## src/design/tea_pkg.sv

```systemverilog
// tea_pkg: shared types, constants and round-sum helper for the tea block cipher
// no dependencies; used by tea_round and tea_block_cipher
package tea_pkg;

	localparam int          CYCLES_DEF = 32;
	localparam logic [31:0] DELTA      = 32'h9e3779b9;
	localparam int          WORD_W     = 32;
	localparam int          CFG_IDX_W  = 2;

	typedef enum logic [CFG_IDX_W-1:0] {
		REG_KEY_WORD0 = 2'd0,
		REG_KEY_WORD1 = 2'd1,
		REG_KEY_WORD2 = 2'd2,
		REG_KEY_WORD3 = 2'd3
	} cfg_reg_t;

	typedef enum logic {
		OP_ENCRYPT = 1'b0,
		OP_DECRYPT = 1'b1
	} op_t;

	typedef struct packed {
		logic              opcode;
		logic [WORD_W-1:0] half_left;
		logic [WORD_W-1:0] half_right;
	} tea_in_t;

	typedef struct packed {
		logic [WORD_W-1:0] out_left;
		logic [WORD_W-1:0] out_right;
	} tea_out_t;

	typedef struct packed {
		logic [WORD_W-1:0] key_word0;
		logic [WORD_W-1:0] key_word1;
		logic [WORD_W-1:0] key_word2;
		logic [WORD_W-1:0] key_word3;
	} tea_key_t;

	typedef struct packed {
		logic              opcode;
		logic [WORD_W-1:0] left;
		logic [WORD_W-1:0] right;
	} tea_pipe_t;

	// n * delta modulo 2^32
	function automatic logic [WORD_W-1:0] round_sum(input int n);
		logic [2*WORD_W-1:0] prod;
		prod = 64'(n) * 64'(DELTA);
		return prod[WORD_W-1:0];
	endfunction

endpackage

```

## src/design/tea_round.sv

```systemverilog
// tea_round: one feistel half-round of tea with its pipeline register
// depends on tea_pkg
module tea_round #(
	parameter logic [tea_pkg::WORD_W-1:0] SUM_ENC = tea_pkg::DELTA,
	parameter logic [tea_pkg::WORD_W-1:0] SUM_DEC = tea_pkg::round_sum(tea_pkg::CYCLES_DEF),
	parameter logic                       ODD     = 1'b0
) (
	input  logic               clk,
	input  logic               arst_n,
	input  logic               en,
	input  logic               valid_in,
	input  tea_pkg::tea_pipe_t data_in,
	input  tea_pkg::tea_key_t  key,
	output logic               valid_out,
	output tea_pkg::tea_pipe_t data_out
);

	logic                       upd_left;
	logic [tea_pkg::WORD_W-1:0] x;
	logic [tea_pkg::WORD_W-1:0] target;
	logic [tea_pkg::WORD_W-1:0] ka;
	logic [tea_pkg::WORD_W-1:0] kb;
	logic [tea_pkg::WORD_W-1:0] sum;
	logic [tea_pkg::WORD_W-1:0] mix;
	logic [tea_pkg::WORD_W-1:0] upd;
	logic                       valid_s1;
	tea_pkg::tea_pipe_t         data_s1;

	// encrypt updates left on even half-rounds, decrypt on odd ones
	assign upd_left = (data_in.opcode == ODD);

	always_comb begin
		if (upd_left) begin
			x      = data_in.right;
			target = data_in.left;
			ka     = key.key_word0;
			kb     = key.key_word1;
		end else begin
			x      = data_in.left;
			target = data_in.right;
			ka     = key.key_word2;
			kb     = key.key_word3;
		end
		sum = (data_in.opcode == tea_pkg::OP_DECRYPT) ? SUM_DEC : SUM_ENC;
		mix = ((x << 4) + ka) ^ (x + sum) ^ ((x >> 5) + kb);
		upd = (data_in.opcode == tea_pkg::OP_DECRYPT) ? (target - mix) : (target + mix);
	end

	always_ff @(posedge clk or negedge arst_n) begin
		if (!arst_n) begin
			valid_s1 <= 1'b0;
		end else if (en) begin
			valid_s1 <= valid_in;
		end
	end

	always_ff @(posedge clk) begin
		if (en) begin
			data_s1.opcode <= data_in.opcode;
			data_s1.left   <= upd_left ? upd : data_in.left;
			data_s1.right  <= upd_left ? data_in.right : upd;
		end
	end

	assign valid_out = valid_s1;
	assign data_out  = data_s1;

endmodule

```

## config.mk

```make
export PLATFORM = sky130hd
export DESIGN_NAME = tea_round
export DESIGN_NICKNAME = d
export VERILOG_FILES = /design/src/design/tea_pkg.sv /design/src/design/tea_round.sv
export SDC_FILE = /design/constraint.sdc
export NUM_CORES = 1
export LEC_CHECK = 0
export BUFFER_PORTS_ARGS = -buffer_cell sky130_fd_sc_hd__buf_2
export CAP_MARGIN = 20
export CELL_PAD_IN_SITES_DETAIL_PLACEMENT = 1
export CELL_PAD_IN_SITES_GLOBAL_PLACEMENT = 1
export CORE_ASPECT_RATIO = 1.5
export CORE_UTILIZATION = 31
export CTS_CLUSTER_SIZE = 30
export DETAILED_ROUTE_END_ITERATION = 16
export PLACE_DENSITY = 0.75
export SYNTH_ARGS = -nofsm -noshare
export SYNTH_HDL_FRONTEND = slang
export SYNTH_SLANG_ARGS = --single-unit
export TNS_END_PERCENT = 5
```

## constraint.sdc

```tcl
create_clock -name clk -period 1.5 [get_ports clk]
set_input_delay 0.3 -clock clk [delete_from_list [all_inputs] [get_ports clk]]
set_output_delay 0.3 -clock clk [all_outputs]
set_load 0.01 [all_outputs]
```

==> flow_summary_export.csv <==
group,metric,value,unit
worst_setup_path,criticalPathCategory,"in2reg",
die,start_util,0.317,
clocking,cts_tree,"built",
routing,wl,52.7,mm
run_status,violations,"negative setup slack",
grt,overflow,0,
yosys,synth_edf_count,65,
die,num_io_pins,263,
worst_hold_path,hold_class,"in2reg",
timing,setup_violations,64,
worst_setup_path,r2r-end,"valid_out$_DFFE_PN0P_",
die,core_area,0.0335,mm2
die,dieArea,0.0351,mm2
worst_setup_path,cp_max_fo,6,
grt,grt_util_all_layers,0.293,
final_layout,nNetsFinal,2282,
grt,grt_pass1_vias,14700,
timing,period_needed,6000,ps
timing,maxSlewViolCount,0,
routing,wl_per_cell,21.8,um
place,placed_cells,2363,
final_layout,syn2layout_area_growth,63.3,%
timing,fin_skew,0,ps
place,port_buffers,262,
timing,tightest_slew,583,ps
job,cap_violations,0,
yosys,synth.area.top_cells,"edfxtp_1 (18%), xnor2_1 (12%), ha_1 (11%)",
die,rows,82,
clocking,cts_root_buf,"clkbuf_16",
worst_setup_path,end_kind,"register",
yosys,synthArstFlopShare,0.0152,
yosys,syn_avg_cell_area,8.42,um2
clocking,clock_sinks,66,
worst_setup_path,crit_top_cell,"a21oi_2",
grt,grt_max_degree,36,
grt,grt_first_pass_wirelength,78.6,mm
worst_setup_path,worstSetupStartpointType,"primary input",
worst_setup_path,slowest_delay,490,ps
worst_hold_path,whs_path_depth,2,
worst_setup_path,cp_data_arrival_time,6110,ps
yosys,netlist_area,0.0106,mm2
power,p_per_area,1710,mW/mm2
yosys,synth_nets,1556,
worst_hold_path,hp-start,"valid_in",
yosys,synth_cells,1264,
yosys,synthFlopType,"edfxtp_1",
worst_setup_path,required,1610,ps
timing,rsz0062_at_grt,"yes",
clocking,clk_latency,340,ps
timing,hold_viol_final,0,
routing,first_pass_iters,5,
grt,antenna_found_initial,2,
clocking,ctsLongestPathBuffers,2,
final_layout,drive_gt1_frac,0.511,
routing,drtAntennaViolNets,0,
power,total_power,29.6,mW
clocking,clkTransAtPathRegs,70,ps
final_layout,stdcell_count,2417,
timing,timing.final.crit_share,4.00,
place,dp_hpwl,42.5,mm
die,fp.dieH,229,um
yosys,synth.top_cell.area_share,0.183,
yosys,synth-warning-count,0,
worst_setup_path,rr_worst_depth,1,
routing,viasPerCell,5.41,
place,place_congestion,0.943,
place,place_ws,-4900,ps
final_layout,fillers,4034,
yosys,ys_ff_latch,66,
run_status,outcome,"complete, but fails checks",
yosys,synth_top_area_cell,"edfxtp_1",
power,ir_worst_vdd,0.926,mV
worst_hold_path,min_to,"valid_out$_DFFE_PN0P_",
yosys,ys_seq_area_frac,0.186,
timing,fmax,0.167,GHz
power,leakagePower,8.38,nW
worst_setup_path,cp_slowest_cell,"or4_4",
routing,drc,0,
timing,slew_headroom,0.607,
yosys,synth_cell_types,86,
worst_setup_path,rrSetupSlack,760,ps
routing,initialDrtViolationCount,441,
clocking,h-tree-depth,3,
routing,routed-via-count,13100,
worst_setup_path,r2r_start,"valid_out$_DFFE_PN0P_",
clocking,cts_inserted_buffers,9,
die,dieWidth,153,um
timing,setup_ws,-4500,ps
-- per-layer routing --
metal | track usage | vias to the layer above | wire (um)
li1 | - | 6070 | -
met1 | 0.255 | 6330 | 17000
met2 | 0.577 | 456 | 28700
met3 | 0.0372 | 220 | 1910
met4 | 0.259 | 2 | 5050
met5 | 0 | - | 14
-- state kept, by name (all words and copies together), names as in the netlist --
signal / flops
data_out: 65
valid_out: 1
-- cells in the final DEF (no fill, tap or decap), types with 5 or more instances in the layout --
cell type	count
nand2b_1	13
nor2b_1	11
and3_1	12
ha_4	14
a21o_1	51
buf_12	5
nor2_1	54
buf_4	471
o21ai_1	11
nand4_1	7
a211oi_2	5
a31oi_2	5
edfxtp_1	65
inv_1	39
a31oi_1	15
buf_6	10
clkbuf_16	11
mux2i_1	8
o21bai_1	14
nand3_1	17
buf_2	261
nand2_1	161
o211ai_1	12
o21a_1	14
a21oi_2	26
nor3_1	10
xor2_1	42
ha_1	76
xnor2_1	133
mux2_2	86
nor2_2	6
a211o_1	5
o21ai_0	65
o21ai_2	8
xnor2_2	17
nand2_2	11
xnor3_1	5
a21oi_1	72
-- cell families (layout without fill, tap and decap cells) --
family	Yosys count	count (layout)	synth area share
xor+xnor	204	204	0.180
fa+ha+maj	95	95	0.114
buf+inv	83	814	0.0326
flops	66	66	0.186
compound gates	367	367	0.229
simple gates	353	353	0.157
other cells	0	2	0
mux	96	96	0.101
-- final cells by class --
class | count | area, um2 | share of cell area
repair buffers | 756 | 5260 | 0.303
inverters | 42 | 161 | 0.00929
multi-input cells | 1115 | 9120 | 0.525
flip-flops and latches | 66 | 1980 | 0.114
clock buffers | 10 | 229 | 0.0132
well taps | 420 | 526 | 0.0303
clock inverters | 6 | 90.1 | 0.00519
diodes | 2 | 5.00 | 0.000288
-- where the power goes --
| part | total [mW] | internal (mW) | switching, mW |
|---|---|---|---|
| logic | 23.8 | 11.9 | 11.9 |
| clock network | 2.39 | 1.46 | 0.927 |
| registers | 3.43 | 3.23 | 0.197 |
-- metrics by stage --
step | hold WS [ps] | TNS [ps] | util | cell area (um2)
after detailed placement | 75.3 | -238540 | 0.475 | 15900
after global routing | 188 | -214260 | 0.518 | 17400
final | 186 | -203310 | 0.518 | 17400
after global placement | 74.7 | -234470 | 0.475 | 15900
after floorplan | 4.41 | -250990 | - | 10800
after CTS | 182 | -195600 | 0.507 | 17000
-- synth_stat cells (5+ instances only) --
master / instances
mux2i_1: 8
and3_1: 14
a21oi_1: 99
o21ai_1: 6
o21a_1: 14
a31oi_1: 20
xor2_1: 45
mux2_2: 88
clkbuf_1: 21
o21bai_1: 14
nand2b_1: 13
nor2b_1: 12
xnor2_1: 149
nor2_1: 61
a211oi_1: 10
xnor3_1: 8
nor3_1: 14
a211o_1: 5
nand4_1: 7
o21ai_0: 77
buf_1: 9
ha_1: 92
a21o_1: 52
edfxtp_1: 65
o211ai_1: 12
buf_2: 7
inv_1: 42
nor3b_1: 5
nand3_1: 19
nand2_1: 173
-- worst max-delay path, delay by kind of cell --
kind                       cells  cell delay (ps)
AOI/OAI and AO/OA             10             1900
xor gates and xnor gates       4              660
adders and majority gates      3              860
muxes                          1              300
and+or+nand+nor                7             1690
buffers and inverters          3              400
-- repair_timing --
action	in CTS	in global routing
hold buffers	1	0
endpoints found under the setup margin	64	64
gates resized for setup	105	52
gates cloned	4	1
endpoints found under the hold margin	1	0
buffers inserted	19	12
pin swaps	58	36
-- how the worst max path moves through the flow --
stage / startpoint / to / slack [ps] / cells after the start
4_1_cts: data_in[64] / data_out[63]$_DFFE_PP_ / -4190 / 27
2_1_floorplan: data_in[64] / data_out[60]$_DFFE_PP_ / -5130 / 34
5_1_grt: data_in[64] / data_out[62]$_DFFE_PP_ / -4660 / 28
6_report: data_in[64] / data_out[62]$_DFFE_PP_ / -4500 / 28
3_5_place_dp: data_in[64] / data_out[62]$_DFFE_PP_ / -4900 / 27
3_3_place_gp: data_in[64] / data_out[60]$_DFFE_PP_ / -4750 / 26
(Power assumes the default switching activity.)
